--- config.mk ---
export PLATFORM = sky130hd
export DESIGN_NAME = cubic_integer_root_bisection_top
export DESIGN_NICKNAME = d
export VERILOG_FILES = /design/src/rtl/core/cirb_pkg.sv /design/src/rtl/core/cirb_mul.sv /design/src/rtl/core/cirb_ctrl.sv /design/src/rtl/core/cubic_integer_root_bisection_top.sv
export SDC_FILE = /design/constraint.sdc
export NUM_CORES = 2
export LEC_CHECK = 0
export BUFFER_PORTS_ARGS = -buffer_cell sky130_fd_sc_hd__buf_2
export CAP_MARGIN = 30
export CORE_ASPECT_RATIO = 1.5
export CORE_MARGIN = 2
export CORE_UTILIZATION = 25
export CTS_CLUSTER_SIZE = 24
export DETAILED_ROUTE_END_ITERATION = 7
export PLACE_DENSITY = 0.4
export SLEW_MARGIN = 20
export SYNTH_ARGS = -nofsm -noshare
export SYNTH_HDL_FRONTEND = slang
export SYNTH_HIERARCHICAL = 1
export SYNTH_SLANG_ARGS = --single-unit
--- constraint.sdc ---
create_clock -name i_clk -period 12.86 [get_ports i_clk]
set_input_delay 1.929 -clock i_clk [delete_from_list [all_inputs] [get_ports i_clk]]
set_output_delay 1.929 -clock i_clk [all_outputs]
set_load 0.01 [all_outputs]
--- src/rtl/core/cirb_pkg.sv ---
package cirb_pkg;

    // Search range: roots are searched in [0, 2**ROOT_BITS)
    localparam int ROOT_BITS = 21;

    // Field widths
    localparam int LIN_W  = 20;
    localparam int TGT_W  = 62;
    localparam int ROOT_W = 21;

    // Bit index counter, product and accumulator widths
    localparam int BIT_W  = (ROOT_BITS > 1) ? $clog2(ROOT_BITS) : 1;
    localparam int PROD_W = 2 * ROOT_W;
    localparam int ACC_W  = 64;

    // Operand selection for the shared multiplier
    typedef enum logic [1:0] {
        OP_SQ,   // t * t
        OP_LO,   // low half of t^2 times t
        OP_HI,   // high half of t^2 times t
        OP_LIN   // p * t
    } t_mul_op;

    // Sequencer states, one-hot
    typedef enum logic [6:0] {
        S_IDLE = 7'b0000001,
        S_SQ   = 7'b0000010,
        S_LO   = 7'b0000100,
        S_HI   = 7'b0001000,
        S_LIN  = 7'b0010000,
        S_CMP  = 7'b0100000,
        S_DONE = 7'b1000000
    } t_state;

    // Control from the sequencer to the datapath
    typedef struct packed {
        logic             idle;      // ready for a new item
        logic             start;     // item accepted this cycle
        logic             mul_en;    // multiplier issues a product
        t_mul_op          op;        // multiplier operand select
        logic             sq_save;   // keep high half of t^2
        logic             acc_load;  // acc <= low partial product
        logic             acc_add;   // acc += high partial product << ROOT_W
        logic             cmp;       // compare trial cubic with q
        logic             out_load;  // move result to the output register
        logic [BIT_W-1:0] bit_idx;   // bit under trial
    } t_ctrl;

endpackage

--- src/rtl/core/cirb_mul.sv ---
module cirb_mul (
    input  logic                         i_clk,
    input  logic                         i_en,
    input  logic [cirb_pkg::ROOT_W-1:0]  i_a,
    input  logic [cirb_pkg::ROOT_W-1:0]  i_b,
    output logic [cirb_pkg::PROD_W-1:0]  o_prod
);

    logic [cirb_pkg::PROD_W-1:0] r_prod;

    // Shared multiplier, product registered
    always_ff @(posedge i_clk) begin
        if (i_en) begin
            r_prod <= cirb_pkg::PROD_W'(i_a) * cirb_pkg::PROD_W'(i_b);
        end
    end

    assign o_prod = r_prod;

endmodule

--- src/rtl/core/cirb_ctrl.sv ---
module cirb_ctrl (
    input  logic            i_clk,
    input  logic            i_rst_n,
    input  logic            i_in_valid,
    input  logic            i_out_free,
    output cirb_pkg::t_ctrl o_ctrl
);

    cirb_pkg::t_state              r_state, n_state;
    logic [cirb_pkg::BIT_W-1:0]    r_bit, n_bit;

    // Next state: five steps per trial bit, top bit first
    always_comb begin
        n_state = r_state;
        n_bit   = r_bit;
        unique case (r_state)
            cirb_pkg::S_IDLE: begin
                if (i_in_valid) begin
                    n_state = cirb_pkg::S_SQ;
                    n_bit   = cirb_pkg::BIT_W'(cirb_pkg::ROOT_BITS - 1);
                end
            end
            cirb_pkg::S_SQ:  n_state = cirb_pkg::S_LO;
            cirb_pkg::S_LO:  n_state = cirb_pkg::S_HI;
            cirb_pkg::S_HI:  n_state = cirb_pkg::S_LIN;
            cirb_pkg::S_LIN: n_state = cirb_pkg::S_CMP;
            cirb_pkg::S_CMP: begin
                if (r_bit == '0) begin
                    n_state = cirb_pkg::S_DONE;
                end else begin
                    n_state = cirb_pkg::S_SQ;
                    n_bit   = r_bit - 1'b1;
                end
            end
            cirb_pkg::S_DONE: begin
                if (i_out_free) begin
                    n_state = cirb_pkg::S_IDLE;
                end
            end
            default: n_state = cirb_pkg::S_IDLE;
        endcase
    end

    always_ff @(posedge i_clk) begin
        if (!i_rst_n) begin
            r_state <= cirb_pkg::S_IDLE;
            r_bit   <= '0;
        end else begin
            r_state <= n_state;
            r_bit   <= n_bit;
        end
    end

    // Control decode
    always_comb begin
        o_ctrl          = '0;
        o_ctrl.idle     = (r_state == cirb_pkg::S_IDLE);
        o_ctrl.start    = (r_state == cirb_pkg::S_IDLE) && i_in_valid;
        o_ctrl.bit_idx  = r_bit;
        o_ctrl.op       = cirb_pkg::OP_SQ;
        unique case (r_state)
            cirb_pkg::S_SQ: begin
                o_ctrl.mul_en = 1'b1;
                o_ctrl.op     = cirb_pkg::OP_SQ;
            end
            cirb_pkg::S_LO: begin
                o_ctrl.mul_en  = 1'b1;
                o_ctrl.op      = cirb_pkg::OP_LO;
                o_ctrl.sq_save = 1'b1;
            end
            cirb_pkg::S_HI: begin
                o_ctrl.mul_en   = 1'b1;
                o_ctrl.op       = cirb_pkg::OP_HI;
                o_ctrl.acc_load = 1'b1;
            end
            cirb_pkg::S_LIN: begin
                o_ctrl.mul_en  = 1'b1;
                o_ctrl.op      = cirb_pkg::OP_LIN;
                o_ctrl.acc_add = 1'b1;
            end
            cirb_pkg::S_CMP:  o_ctrl.cmp      = 1'b1;
            cirb_pkg::S_DONE: o_ctrl.out_load = i_out_free;
            default: ;
        endcase
    end

endmodule

--- src/rtl/core/cubic_integer_root_bisection_top.sv ---
// Integer root of x^3 + p*x = q by bisection, one root bit per trial.
// A new item is taken only in idle, after the previous result has moved to the
// output register, which waits while a held result is still stalled.
// Each trial takes four passes through the single 21x21 multiplier plus one
// add-and-compare step.
// Reset (synchronous, active low) returns the sequencer to idle and empties
// the output register; no clearing pass.
module cubic_integer_root_bisection_top (
    input  logic                         i_clk,
    input  logic                         i_rst_n,
    input  logic                         i_in_valid,
    output logic                         o_in_stall,
    input  logic [cirb_pkg::LIN_W-1:0]   i_lin_coef,
    input  logic [cirb_pkg::TGT_W-1:0]   i_target,
    output logic                         o_out_valid,
    input  logic                         i_out_stall,
    output logic                         o_found,
    output logic [cirb_pkg::ROOT_W-1:0]  o_root
);

    cirb_pkg::t_ctrl                w_ctrl;
    logic                           w_out_free;
    logic [cirb_pkg::ROOT_W-1:0]    w_trial;
    logic [cirb_pkg::ROOT_W-1:0]    w_mul_a;
    logic [cirb_pkg::PROD_W-1:0]    w_prod;
    logic [cirb_pkg::ACC_W-1:0]     w_sum;
    logic                           w_le;
    logic                           w_eq;

    logic [cirb_pkg::LIN_W-1:0]     r_p;
    logic [cirb_pkg::TGT_W-1:0]     r_q;
    logic [cirb_pkg::ROOT_W-1:0]    r_x;
    logic                           r_eq;
    logic [cirb_pkg::ROOT_W-1:0]    r_sq_hi;
    logic [cirb_pkg::ACC_W-1:0]     r_acc;
    logic                           r_out_valid;
    logic                           r_found;
    logic [cirb_pkg::ROOT_W-1:0]    r_root;

    assign w_out_free = !r_out_valid || !i_out_stall;

    cirb_ctrl u_ctrl (
        .i_clk      (i_clk),
        .i_rst_n    (i_rst_n),
        .i_in_valid (i_in_valid),
        .i_out_free (w_out_free),
        .o_ctrl     (w_ctrl)
    );

    // Trial value: current root with the bit under test set
    assign w_trial = r_x | (cirb_pkg::ROOT_W'(1) << w_ctrl.bit_idx);

    // Multiplier operand select; second operand is always the trial value
    always_comb begin
        unique case (w_ctrl.op)
            cirb_pkg::OP_SQ:  w_mul_a = w_trial;
            cirb_pkg::OP_LO:  w_mul_a = w_prod[cirb_pkg::ROOT_W-1:0];
            cirb_pkg::OP_HI:  w_mul_a = r_sq_hi;
            cirb_pkg::OP_LIN: w_mul_a = cirb_pkg::ROOT_W'(r_p);
            default:          w_mul_a = w_trial;
        endcase
    end

    cirb_mul u_mul (
        .i_clk  (i_clk),
        .i_en   (w_ctrl.mul_en),
        .i_a    (w_mul_a),
        .i_b    (w_trial),
        .o_prod (w_prod)
    );

    // Final sum: t^3 already in acc, p*t in the product register
    assign w_sum = r_acc + cirb_pkg::ACC_W'(w_prod);
    assign w_le  = (w_sum <= cirb_pkg::ACC_W'(r_q));
    assign w_eq  = (w_sum == cirb_pkg::ACC_W'(r_q));

    // Datapath registers
    always_ff @(posedge i_clk) begin
        if (w_ctrl.start) begin
            r_p  <= i_lin_coef;
            r_q  <= i_target;
            r_x  <= '0;
            // x = 0 is the root when q is zero
            r_eq <= (i_target == '0);
        end
        if (w_ctrl.sq_save) begin
            r_sq_hi <= w_prod[cirb_pkg::PROD_W-1:cirb_pkg::ROOT_W];
        end
        if (w_ctrl.acc_load) begin
            r_acc <= cirb_pkg::ACC_W'(w_prod);
        end
        if (w_ctrl.acc_add) begin
            r_acc <= r_acc
                   + cirb_pkg::ACC_W'({w_prod, {cirb_pkg::ROOT_W{1'b0}}});
        end
        // Keep the bit when the cubic stays at or below q
        if (w_ctrl.cmp && w_le) begin
            r_x  <= w_trial;
            r_eq <= w_eq;
        end
        if (w_ctrl.out_load) begin
            r_found <= r_eq;
            r_root  <= r_eq ? r_x : '0;
        end
    end

    // Output register valid
    always_ff @(posedge i_clk) begin
        if (!i_rst_n) begin
            r_out_valid <= 1'b0;
        end else if (w_ctrl.out_load) begin
            r_out_valid <= 1'b1;
        end else if (!i_out_stall) begin
            r_out_valid <= 1'b0;
        end
    end

    assign o_in_stall  = !w_ctrl.idle;
    assign o_out_valid = r_out_valid;
    assign o_found     = r_found;
    assign o_root      = r_root;

`ifndef SYNTHESIS
    // Block stays busy right after taking an item
    a_busy_after_accept: assert property (@(posedge i_clk) disable iff (!i_rst_n)
        (i_in_valid && !o_in_stall) |=> o_in_stall)
        else $error("block not busy after accepting an item");

    // A result appears only at the end of a search
    a_result_after_search: assert property (@(posedge i_clk) disable iff (!i_rst_n)
        $rose(r_out_valid) |-> $past(o_in_stall))
        else $error("result issued while idle");

    // Root reads zero when none was found
    a_root_zero_when_absent: assert property (@(posedge i_clk) disable iff (!i_rst_n)
        (r_out_valid && !r_found) |-> (r_root == '0))
        else $error("nonzero root without a found root");

    // Output register is only reloaded when free
    a_load_when_free: assert property (@(posedge i_clk) disable iff (!i_rst_n)
        w_ctrl.out_load |-> (!r_out_valid || !i_out_stall))
        else $error("output register overwritten while held");
`endif

endmodule
# Yosys cells after proc, flatten, opt, wreduce, memory -nomap -nowiden
# Cells that the tools add are included.
word_totals:
  reg_bits: 266
  latchBits: 0
  mem_bits_rw: 0
  romBits: 0
  in_bits: 86
  wordCells: 70
  memories: 0
classes:
  n_addsub: 3
  multipliers: 1
  n_div: 0
  n_lt_le_gt_ge: 1
  eq_ne: 15
  n_shift: 1
  n_mux: 22
  bitwise: 1
  n_reduce_logical: 14
op_table:
  columns: ["op", "count"]
  rows:
  - ["2-to-1 mux 64 bit", 2]
  - ["case mux 21 bit (4 select lines)", 1]
  - ["adder 64 x 42 -> 64 bit", 1]
  - ["adder 64 x 63 -> 64 bit", 1]
  - ["equality test 64 x 62 -> 1 bit", 1]
  - ["<= comparator 64 x 62 -> 1 bit", 1]
  - ["zero test 62 bit", 1]
  - ["case mux 7 bit (7 select lines)", 1]
  - ["multiplier 21 x 21 -> 42 bit", 1]
  - ["2-to-1 mux 21 bit", 2]
  - ["2-to-1 mux 7 bit", 3]
  - ["bitwise OR 21 bit", 1]
  - ["left shift 1 x 5 -> 21 bit, first input constant", 1]
  - ["case mux 3 bit (4 select lines)", 1]
  - ["2-to-1 mux 5 bit", 2]
  - ["case mux 5 bit (2 select lines)", 1]
  - ["2-to-1 mux 1 bit", 9]
  - ["equality test 7 x 1 -> 1 bit, second input constant", 1]
  - ["equality test 7 x 2 -> 1 bit, second input constant", 1]
  - ["equality test 7 x 3 -> 1 bit, second input constant", 1]
  - ["equality test 7 x 4 -> 1 bit, second input constant", 1]
  - ["equality test 7 x 5 -> 1 bit, second input constant", 1]
  - ["equality test 7 x 6 -> 1 bit, second input constant", 1]
  - ["equality test 7 bit, second input constant", 1]
  - ["other kinds (13)", 21]

# Depth between registers and ports, before layout
logic_depth:
  ltp_word: 5
  ltp_mapped: 33
  mapped_depth_nobuf: 29

# Hierarchy
# Netlist, hierarchy kept.
by_module_without_submodules:
  columns: ["module", "n_inst", "cells_per_inst", "area_per_inst_um2", "seq_area_each_um2"]
  rows:
  - ["cirb_mul", 1, 1728, 16025.4, 1261.2]
  - ["cubic_integer_root_bisection_top", 1, 1319, 14512.7, 6356.1]
  - ["cirb_ctrl", 1, 91, 745.7, 240.2]

# Worst setup path after synthesis
# OpenSTA, ideal clock, no wires.
synth_timing:
  path_kind: "register to register"
  startpoint: "register u_ctrl.r_state[0]"
  endpoint: "register u_mul.r_prod, in the netlist u_mul/o_prod[40], data pin"
  setup_ns: 0.262
  t_arrival_ns: 8.726
  required_time_ns: 12.598
  path_slack_ns: 3.873
  stages_incl_launch_ff: 29
  path_cell_list: "dfxtp_1 > buf_6 > nor3_1 > and4_1 > or2_2 > buf_1 > mux4_2 > clkbuf_1 > and2_1 > fa_1 > inv_1 > fa_1 > fa_1 > inv_1 > fa_1 > fa_1 > fa_1 > inv_1 > fa_1 > inv_1 > ha_1 > a21o_1 > o2111ai_1 > a21oi_1 > a311oi_1 > a21boi_1 > a41oi_1 > o21ai_1 > xor2_1"
synth_lines:
  columns: ["item", "line_no", "rtl"]
  rows:
  - ["start, declared", "cirb_ctrl.sv:9", "cirb_pkg::t_state r_state, n_state;"]
  - ["start signal, assigned", "cirb_ctrl.sv:46", "r_state <= cirb_pkg::S_IDLE;"]
  - ["start signal, assigned", "cirb_ctrl.sv:49", "r_state <= n_state;"]
  - ["end signal, assigned", "cirb_mul.sv:14", "r_prod <= cirb_pkg::PROD_W'(i_a) * cirb_pkg::PROD_W'(i_b);"]
  - ["end, declared", "cirb_mul.sv:9", "logic [cirb_pkg::PROD_W-1:0] r_prod;"]

==> impl_results.md <==
- Slew @ Worst Pin: 1.00 ns
- Fraction of registers with async set/reset: 0
- # Post-CTS Setup Buffers: 0
- Routed wire per std cell: 21.4 um
- Die area: 128,000 um2
- Worst-path clk slew: 0.06 ns
- Routing usage on met1: 0.188
- CP Capture Type: flip-flop
- Final net count: 3,964
- Post-synth cell types: 90
- Total GRT Usage: 0.166
- Chip Height: 437 um
- Via/cell ratio: 4.63
- HP Class: flip-flop to flip-flop
- Io pins: 110
- CP max FO: 23
- Max H-tree Level: 2
- Largest net degree at the start of global routing: 69
- Filler Cells Inserted: 13,200
- Post-synth top area share: 0.243
- Placer's final routability congestion estimate: 0.818
- Setup CP Type: flip-flop to flip-flop
- Hold_buf cts: 0
- Mapped Avg Cell Area: 9.97 um2
- Row cnt: 159
- Area delta synth->final: 11.8%
- Finish-stage setup viols: 0
- Post-CTS Resized: 0
- Post-synth EDFFs: 253
- Status: finished clean
- CTS buffer count: 37
- Max-slew violations: 0
- Root buf cell: clkbuf_16
- First-pass GRT wire length: 158 mm
- FMAX: 100 MHz
- Clk_skew: 0.0294 ns
- Area of the core: 125,000 um2
- Final ANT Viol Nets: 0
- GRT overflow: 0
- Initial antenna violation count: 9
- Arr. time, crit path: 10.31 ns
- Hpwl dp: 82.5 mm
- TritonCTS clock tree: yes
- Main synth FF type: edfxtp_1
- Layout cell share with drive strength beyond 1: 0.0980
- Routed via count: 22,500
- Mapped cell area: 31,300 um2
- RSZ-0062 raised after global routing: no
- FF+latch count, synth: 266
- Setup TNS: 0 ns
- Die extent in x: 293 um
- Final hold vios: 0
- CTS Sinks: 266
- Clock buffer depth: 3
- Post-synth top area cell: edfxtp_1
- Gr busiest metal: met2
- DR iter-0 viols: 1,101
- Crit path time final: 9.97 ns
- Yosys warnings: 6
- Final period utilization: 0.776
- Final WL: 104 mm
- Max-Slew Margin vs Limit: 0.332
- Met3 usage: 0.0190
- Gate Count Post-Synth: 3,138
- Largest cells by area after synthesis: edfxtp_1 (24%), fa_1 (23%), ha_1 (12%)
- Detailed-route DRC error count: 0
- Max-cap violations: 0
- Vias in the first global route: 24,500
- Critical Path RT: 13.19 ns
- Met2 usage: 0.322
- Port Buffer Count: 109
- Synthesized Nets: 3,883
- Seq/Total Area, Yosys: 0.251
- Worst skew pair latency: 0.59 ns
- Initial Util: 0.251
- Detailed Routing Iterations Pass 1: 5
- Worst Setup Start Kind: flip-flop
[path summary, 6_finish.rpt]
path / cells past startpoint / start / end / slack, ns
setup / recovery: 26 / u_ctrl/r_state[6] / u_mul/o_prod[40] / 2.89
hold / removal: 2 / o_out_valid / o_out_valid / 0.53
setup reg to reg: 26 / u_ctrl/r_state[6] / u_mul/o_prod[40] / 2.89
hold reg to reg: 2 / o_out_valid / o_out_valid / 0.53
[metal layers]
layer,up-vias,part of all wire
met1,11300,0.39
met5,-,0.00012
li1,10600,-
met4,2,0.031
met2,405,0.55
met3,124,0.032
[area by class of cell]
class                           count  area, um2  share of cell area
Tap cell                         1610       2010              0.0576
Timing Repair Buffer              161        963              0.0276
Inverter                          497       1870              0.0534
Antenna cell                        1       2.50           0.0000716
Sequential cell                   266       7860               0.225
Clock inverter                     15        139             0.00397
Multi-Input combinational cell   2256      21100               0.603
Clock buffer                       50       1040              0.0297
[kinds of logic after synthesis]
| logic type | share of synthesized area |
|---|---|
| buf+inv | 0.0761 |
| flops | 0.251 |
| fa+ha+maj | 0.350 |
| xor+xnor | 0.0367 |
| mux | 0.0225 |
| simple gates | 0.167 |
| compound gates | 0.0963 |
[through the flow]
step	instances	instance area [um2]	hold slack (ns)	utilization	worst slack, ns
floorplan	3138	31300	0.461	-	3.87
global placement	4788	33700	0.512	0.270	2.93
detailed placement	4790	33800	0.522	0.271	2.92
CTS	4855	35000	0.531	0.280	2.89
global route	4855	35000	0.560	0.280	2.36
finish	4856	35000	0.527	0.280	2.89
[worst max-delay path: stages, from the launching register on]
cell       delay (ns)
dfxtp_1          0.38
nor3_1           0.42
and4_1           0.27
buf_4            0.32
or2_2            0.68
mux4_2           0.90
and2_1           0.30
fa_1             0.50
fa_1             0.51
inv_1            0.05
fa_1             0.53
inv_1            0.05
fa_1             0.57
fa_1             0.46
fa_1             0.55
inv_1            0.06
fa_1             0.61
inv_1            0.08
ha_1             0.38
a21o_1           0.25
o2111ai_1        0.18
a21oi_1          0.09
a311oi_1         0.67
a21boi_1         0.21
a41oi_1          0.37
o21ai_1          0.14
xor2_1           0.16
[placed cells by master (no fill, tap or decap), types with 81 or more instances in the layout]
cell type / instances
and2_1: 311
fa_1: 360
edfxtp_1: 253
nor2_1: 82
ha_1: 299
a21oi_1: 133
buf_2: 109
a21o_1: 90
nand2_1: 277
xnor2_1: 81
inv_1: 497
[sequential cells by signal, summed over array words and instances, names as in the netlist]
| signal | cells |
|---|---|
| o_found | 1 |
| o_out_valid | 1 |
| o_root | 21 |
| r_acc | 64 |
| r_eq | 1 |
| r_p | 20 |
| r_q | 62 |
| r_sq_hi | 21 |
| r_x | 21 |
| u_ctrl/r_bit | 5 |
| u_ctrl/r_state | 7 |
| u_mul/o_prod | 42 |
[synthesized netlist by cell type (19+ instances only)]
| master | number |
|---|---|
| nand4_1 | 36 |
| fa_1 | 360 |
| nand2b_1 | 21 |
| nor2b_2 | 20 |
| nand2_1 | 277 |
| xor2_1 | 50 |
| nor4_1 | 25 |
| edfxtp_1 | 253 |
| a21o_1 | 90 |
| o21ai_0 | 60 |
| nor3_1 | 31 |
| nand3_1 | 47 |
| and2_1 | 311 |
| mux4_2 | 20 |
| nor2_1 | 84 |
| o21a_1 | 19 |
| and3_1 | 24 |
| nor2b_1 | 40 |
| xnor2_1 | 81 |
| inv_1 | 497 |
| a211oi_1 | 19 |
| ha_1 | 299 |
| clkbuf_1 | 101 |
| a21oi_1 | 134 |
Power is not shown: default switching activity piles up to over one toggle a cycle in this logic, so the estimate is an artifact.
